File: src/hdl/spi_pkg.sv
`default_nettype none
package spi_pkg;

  localparam int COORD_WIDTH_DEF = 32;
  localparam int FRAC_BITS_DEF   = 16;
  localparam int QUEUE_DEPTH     = 4;

  // fill state of the queue between front and back
  typedef struct packed {
    logic full;
    logic empty;
  } queue_stat_t;

  // queued item, lowest bits first: hit, start xyz, |end-start| xyz,
  // sign of end-start xyz, |r1|, |r1|+|r2|
  function automatic int item_width(input int w);
    return 10 * w + 10;
  endfunction

endpackage
`default_nettype wire

File: src/hdl/spi_queue.sv
`default_nettype none
module spi_queue import spi_pkg::*; #(
  parameter int DATA_W = 8,
  parameter int DEPTH  = QUEUE_DEPTH
) (
  input  wire logic              clk,
  input  wire logic              rst,
  input  wire logic              push,
  input  wire logic [DATA_W-1:0] din,
  input  wire logic              pop,
  output logic [DATA_W-1:0]      dout,
  output queue_stat_t            stat
);

  localparam int PTR_W = $clog2(DEPTH);
  localparam int CNT_W = $clog2(DEPTH + 1);

  logic [DATA_W-1:0] mem [DEPTH];
  logic [PTR_W-1:0]  wp;
  logic [PTR_W-1:0]  rp;
  logic [CNT_W-1:0]  cnt;

  always_ff @(posedge clk) begin
    if (rst) begin
      wp  <= '0;
      rp  <= '0;
      cnt <= '0;
    end else begin
      if (push) wp <= (wp == PTR_W'(DEPTH - 1)) ? '0 : wp + 1'b1;
      if (pop)  rp <= (rp == PTR_W'(DEPTH - 1)) ? '0 : rp + 1'b1;
      if (push && !pop) cnt <= cnt + 1'b1;
      else if (pop && !push) cnt <= cnt - 1'b1;
    end
  end

  always_ff @(posedge clk) begin
    if (push) mem[wp] <= din;
  end

  assign dout       = mem[rp];
  assign stat.full  = (cnt == CNT_W'(DEPTH));
  assign stat.empty = (cnt == '0);

endmodule
`default_nettype wire

File: config.mk
export PLATFORM = sky130hd
export DESIGN_NAME = spi_queue
export DESIGN_NICKNAME = d
export VERILOG_FILES = /design/src/hdl/spi_pkg.sv /design/src/hdl/spi_queue.sv
export SDC_FILE = /design/constraint.sdc
export NUM_CORES = 1
export LEC_CHECK = 0
export BUFFER_PORTS_ARGS = -buffer_cell sky130_fd_sc_hd__buf_2
export CORE_MARGIN = 2
export CORE_UTILIZATION = 43
export CTS_BUF_LIST = sky130_fd_sc_hd__clkbuf_4 sky130_fd_sc_hd__clkbuf_8 sky130_fd_sc_hd__clkbuf_16
export CTS_CLUSTER_DIAMETER = 30
export DETAILED_ROUTE_END_ITERATION = 8
export PLACE_DENSITY_LB_ADDON = 0.15
export SLEW_MARGIN = 20
export SYNTH_ARGS = -nofsm -noshare
export SYNTH_HDL_FRONTEND = slang
export SYNTH_SLANG_ARGS = --single-unit
File: constraint.sdc
create_clock -name clk -period 1.85 [get_ports clk]
set_clock_uncertainty 0.1 [all_clocks]
set_input_delay 0.185 -clock clk [delete_from_list [all_inputs] [get_ports clk]]
set_output_delay 0.185 -clock clk [all_outputs]
set_load 0.01 [all_outputs]
==> run summary, run 1 <==
The flow ran to the end, and the final reports show no timing, DRC or antenna violations. The quantity of I/O buffers inserted on ports was 21; the share of the synthesized area in the top cell type was 0.6014. TritonCTS built the clock tree. The shortest clock period the worst path allows after layout came out at 1.778 ns.

After synthesis, the netlist uses 17 different library cells. Of all cell types, the one taking the most synthesized area is edfxtp_1. The initialized floorplan defines 22 standard-cell rows. Relative max-transition margin: 0.6988. After detailed routing, the number of remaining DRC violations is 0. For the number of setup violations in the final report, the log shows 0.

The area growth from synthesis to layout is 18.79%. For this run, the top clock speed supported by timing is 562.4 MHz. The core area was 0.003606 sq mm. Entering global routing, the biggest net connects 14 pins. The number of global-route vias before repair was 834; the die span in y was 64.96 um. The post-route antenna net violation count came out at 0. For this block, the initial DRC count from the detailed router was 17. After filler insertion, the fill cell instance count of the layout stands at 309.

The die covers 0.004219 sq mm. STA puts the critical path data arrival time at 1.49 ns. With fillers left out, the area of the finished cells amounts to 0.001898 sq mm.

Wires add up to 2.305 mm. In this run, synthesis produced a sequential element count of 41. The die extent in x is 64.96 um. The area taken by multi-input logic gates was 425.4 sq um.

Final-report hold violation count: 0. The power density normalized to cell area was 1113 mW/mm^2; the count of synthesis-stage warnings from yosys was 0. The fraction of final layout cells sized beyond drive strength 1 came out at 0.3304.

The number of antenna diodes in the final layout is 0. The average via count per standard cell was 4.933; the number of violations of the max-capacitance limit was 0. The worst setup path is captured at an output pin. The count of clock tree sinks is 41, and the peak fanout along the critical path is 8. The total area of sequential cells came out at 0.001141 sq mm.

Yosys mapped a number of flops with a built-in enable equal to 32. Critical path start-end classification: reg -> out. The wire-length estimate of the detail-placed layout is 1.590 mm.

The number of H-tree levels is 2. Setup repair after global routing left no endpoint under its margin. Global routing finished with a remaining overflow of 0.

The placed instance area is 0.001754 sq mm, and the clock transition at the registers of the reported paths is 0.07 ns. The logs give 0 for the final max-slew violation count and 0.6952 for the final estimated routing congestion in global placement. The data required time of the worst path is 1.56 ns, and the cell total after placement is 154.

For the instance count of the mapped netlist, the log shows 86. No sink is reached through more buffers than the 2 on the longest clock path. The tools report the initial core utilization as 0.4431. The most used flip-flop cell after synthesis is edfxtp_1. Async set or reset register ratio after synthesis: 0. The total CTS buffers is 5. Cell area after synthesis: 0.001598 sq mm. The number of nets handed over by synthesis was 105. The clock latency at the later pin of the worst-skew pair is 0.29 ns, and the global-route wire length before repair is 3.905 mm. The run gives 0 as the initial antenna violation count. Dividing the detail-routed wire length by the instance count gives 14.14 um. After synthesis, the most frequently instantiated cells are edfxtp_1, dfxtp_1, mux4_2. The number of buffers inserted by hold repair at cts is 1, and the number of resized instances in the post-cts repair step is 0.

After the flow finishes, the layout carries non-filler instances totaling 163. The final net count was 133; the largest vdd supply drop was 618.8 uV. In this run the clock root is driven by a clkbuf_8. In this run the mean area of a mapped cell was 18.58 sq um.

The accumulated negative setup slack is 0 ns, and the final period utilization is 0.9612. In this run the post-CTS setup repair buffer count came out at 0. In this run the worst hold path is classified as in -> reg. For this design the top-level I/O count stands at 22.

STA classifies the critical path startpoint as a flop. The run gives 0.7110 nW as the leakage power. The most common cell in the netlist was edfxtp_1. By area the synthesized netlist is led by edfxtp_1, dfxtp_1, mux4_2, ha_1, mux2i_1. For this block, the via count after detailed routing is 804. The first detailed-routing pass took 4 iterations. For the pin with the worst max-slew slack, the measured transition is 0.4518 ns.

The register area share after synthesis is 0.7142, and the total global routing track utilization is 0.1322.
-- state kept, by name, indices dropped and copies added (netlist names), named ones only --
signal  flops
cnt         3
mem        32
rp          2
wp          2
-- power by group --
| part | total [mW] | leakage (nW) | internal (mW) | switching [mW] |
|---|---|---|---|---|
| logic | 0.211 | 0.275 | 0.106 | 0.105 |
| registers | 1.08 | 0.368 | 1.05 | 0.0314 |
| clock network | 0.824 | 0.0681 | 0.535 | 0.288 |
| total | 2.11 | 0.711 | 1.69 | 0.425 |
-- placed cells by master, fill, tap and decap left out, drive strengths merged, types with 4 or more instances in the layout --
cell type,netlist,routed
clkbuf,1,5
inv,4,4
mux2i,4,4
and2,4,4
buf,1,22
dfxtp,9,9
mux4,8,8
nor2,7,7
edfxtp,32,32
ha,6,6
-- layer usage --
| layer | GRT usage | wire [um] |
|---|---|---|
| met1 | 0.1509 | 982 |
| met2 | 0.2204 | 1148 |
| met3 | 0.05208 | 124 |
| met4 | 0.05585 | 50 |
| met5 | 0 | 0 |
-- critical path, stage by stage (launching register included) --
cell	delay [ns]
dfxtp_1	0.31
buf_4	0.20
mux4_2	0.53
buf_2	0.16
-- logic make-up after synthesis --
family | share of synthesized area
flops | 0.7142
simple gates | 0.04855
mux | 0.1378
fa+ha+maj | 0.05951
buf+inv | 0.01957
compound gates | 0.009394
xor+xnor | 0.01097
-- layout make-up --
| class | count | area share |
|---|---|---|
| multi-input cells | 39 | 0.2241 |
| repair buffers | 23 | 0.06460 |
| well taps | 48 | 0.03164 |
| clock inverters | 3 | 0.03428 |
| inverters | 4 | 0.007910 |
| flip-flops and latches | 41 | 0.6012 |
| clock buffers | 5 | 0.03626 |
-- final timing paths --
check	start	to	slack, ns	cells after the start
setup / recovery	flop	dout[2]	0.07	3
hold / removal	din[5]	mem[0][5]	0.01	1
setup reg to reg	cnt[0]	cnt[2]	0.28	4
hold reg to reg	cnt[2]	cnt[2]	0.41	2
-- metrics by stage --
| step | hold WS, ns | utilization | power (mW) | setup WS (ns) |
|---|---|---|---|---|
| final | 0.01493 | 0.5264 | 2.113 | 0.07175 |
| after global routing | 0.009279 | 0.5264 | 2.203 | 0.009999 |
| after CTS | 0.002089 | 0.5264 | 2.144 | 0.04538 |
| after detailed placement | 0.3021 | 0.4865 | 1.314 | 0.07664 |
| after global placement | 0.3001 | 0.4865 | 1.310 | 0.1437 |
| after floorplan | 0.1541 | - | 1.232 | 0.3033 |
(Power assumes the default switching activity.)
==> run 2: changes to the inputs <==
Settings changed: RECOVER_POWER from default to 50.
==> run 2 against run 1 <==
Compared with the run above:
- critical path depth did not move
- final area fell by 0.59%
- utilization fell by 0.31 points
- count of clock-buffer cells in the layout did not move
- first-iteration DRC count rose by 5.9%
- global-route usage did not move
- cell count did not move
- via count fell by 0.62%
- combinational power barely moved
- sequential share of layout area rose by 0.36 points
- power barely moved
==> run summary, run 2 (same netlist as run 1, synthesis figures left out) <==
The worst reg-to-reg setup slack came out at 0.28 ns. Max-cap violations in this run came to 0. The relative max-transition margin was 0.6983.

For the final routed database, the setup TNS stands at 0 ns. The share of total power in sequential cells is 0.510. The register with the most flip-flops in the layout has 32 of them. The setup path with the least slack is of type reg -> out.

The largest registers in the layout are mem x32, cnt x3. In this run the static leakage power is 0.6849 nW. The length of the first detailed-routing pass in iterations came out at 5. The cell total after placement is 154. The fraction of final layout cells sized beyond drive strength 1 works out to 0.2522.

The final period utilization was 0.9633. The origin of the worst min-delay path is rst. The run gives 133 as the final net count. Number of setup violations in the final report: 0. Leaving out fill and tap cells, the most frequent cells in the layout are edfxtp_1, buf_2, dfxtp_1, clkbuf_1, mux4_2.

For the initial core utilization, the log shows 0.4431. Setup repair after global routing left no endpoint under its margin. The total CTS buffers was 5; the total global routing track utilization was 0.1322. The net switching fraction of the power came out at 0.2023. The later pin in the worst-skew pair is clocked with a latency of 0.29 ns. Counting flops per register, the top entry is mem. The worst stage delay on the critical path was 0.53 ns; the detailed-route wire length per cell was 14.08 um.

The number of buffers inserted by hold repair at cts is 1. For this run the aggregate overflow at the end of global routing stands at 0. The routed design could run at a clock period as short as 1.782 ns.

Relative area change from synthesis to final layout: 18.09%. After clock tree synthesis, the clock-pin slew on the worst setup and hold paths is 0.07 ns. The final max-slew violation count was 0; the total stage count of the critical path was 3. The combinational share of power was 0.098; the depth of the worst register-to-register path was 4. The count of clock tree sinks was 41. The data required time of the worst path is 1.56 ns. The run gives 561.1 MHz as the fmax. The tools report the number of H-tree levels as 2.

The type of element launching the critical path was a flop. The post-layout worst setup margin was 0.06780 ns. The global-route wire length before repair came out at 3.905 mm. Power spread over the standard cell area amounts to 1120 mW/mm^2. In this run the horizontal extent of the chip is 64.96 um.

The run gives 0.4274 mW as the power spent charging and discharging nets. The core region is 0.003606 sq mm. The run gives 0 as the final-report hold violation count.

Using the TritonRoute via totals, the vias-per-cell ratio works out to 4.902. The area of the die is 0.004219 sq mm. Buffers placed on the I/O ports in this run total 21. The congestion estimate from routability-driven global placement came to 0.6952.

The number of global-route vias before repair is 834. The number of resized instances in the post-cts repair step came out at 0. The worst hold path terminates at cnt[2]. The post-route non-filler standard cell count is 163. The sum of buffers and inverters on the critical path is 2, and the floorplan row count is 22. In this run the critical register-to-register path is captured at cnt[2].

Buffer cell driving the clock tree root: clkbuf_8. Detailed placement ended at an HPWL of 1.590 mm. STA puts the critical path data arrival time at 1.50 ns.

Leaving out fill and tap cells, the most frequent cell in the layout is edfxtp_1. The detail route stage leaves a number of antenna-violating nets equal to 0. The detailed-route wire length was 2.295 mm. The total number of vias was 799; the peak fanout along the critical path was 8.

The internal portion of the total power is 1.686 mW. Standard cell with the maximum stage delay on the critical path: mux4_2. The worst flop-to-flop path startpoint is cnt[0]. In this run the post-CTS setup repair buffer count came out at 0.

The path class of the tightest hold or removal check is in -> reg. Traced cell by cell, the critical path runs through buf_4, mux4_2, buf_2. The slew at the pin closest to its max-slew limit was 0.4526 ns; the number of top-level pins was 22.

DRC violation count after routing: 0. The kind of end point of the critical path was an output pin. TritonCTS built the clock tree.

Hold path depth: 2. The logs give 0.391 for the clock share of power and 619.7 uV for the largest vdd supply drop. The design draws 2.113 mW. The initial antenna violation count was 0; the largest buffer count on any clock path was 2.

The cell class contributing the biggest share of worst-path delay was multiplexers. For the number of DRC violations after detailed-routing iteration 0, the log shows 18. The flow ran to the end, and the final reports show no timing, DRC or antenna violations.

In this run the vertical extent of the chip is 64.96 um. The worst setup slack after placement was 0.07664 ns. The logs give 14 for the largest net degree at the start of global routing and 0 for the total inserted antenna cells.
-- run 2: power by group through the flow --
| stage | registers (mW) | logic [mW] | clock network, mW |
|---|---|---|---|
| finish | 1.08 | 0.208 | 0.826 |
| global route | 1.09 | 0.237 | 0.876 |
| CTS | 1.08 | 0.216 | 0.848 |
| detailed placement | 1.10 | 0.213 | 0 |
| global placement | 1.10 | 0.211 | 0 |
| floorplan | 1.09 | 0.144 | 0 |
-- run 2: area by class of cell --
cell class / instances / area, sq um
well taps: 48 / 60.06
clock inverters: 3 / 65.06
repair buffers: 23 / 111.4
inverters: 4 / 15.01
fillers: 312 / 1719
flip-flops and latches: 41 / 1141
multi-input cells: 39 / 425.4
clock buffers: 5 / 68.82
-- run 2: worst register-to-register path, stage by stage (launching register included) --
cell and delay (ns):
dfxtp_1 0.36, fa_1 0.45, xor2_1 0.16, or3_1 0.30, a21oi_1 0.14
-- run 2: worst max-delay path by stage --
stage	slack (ns)	from	to
6_report	0.07	flop	dout[2]
5_1_grt	0.01	flop	dout[2]
4_1_cts	0.05	flop	dout[2]
3_5_place_dp	0.08	pop	cnt[2]
3_3_place_gp	0.14	pop	cnt[2]
2_1_floorplan	0.30	pop	cnt[2]
-- run 2: stage by stage --
step | utilization | hold slack [ns] | instance area [sq um]
2_1_floorplan | - | 0.1541 | 1598
3_3_place_gp | 0.4865 | 0.3001 | 1754
3_5_place_dp | 0.4865 | 0.3021 | 1754
4_1_cts | 0.5264 | 0.002089 | 1898
5_1_grt | 0.5232 | 0.06342 | 1887
6_report | 0.5232 | 0.04474 | 1887
-- run 2: per-layer routing --
layer	vias to the layer above	global-route usage	wire length, um
met5	-	0	0
met4	0	0.05585	46
met3	6	0.05208	110
met2	16	0.2204	1157
met1	396	0.1509	980
li1	381	-	-
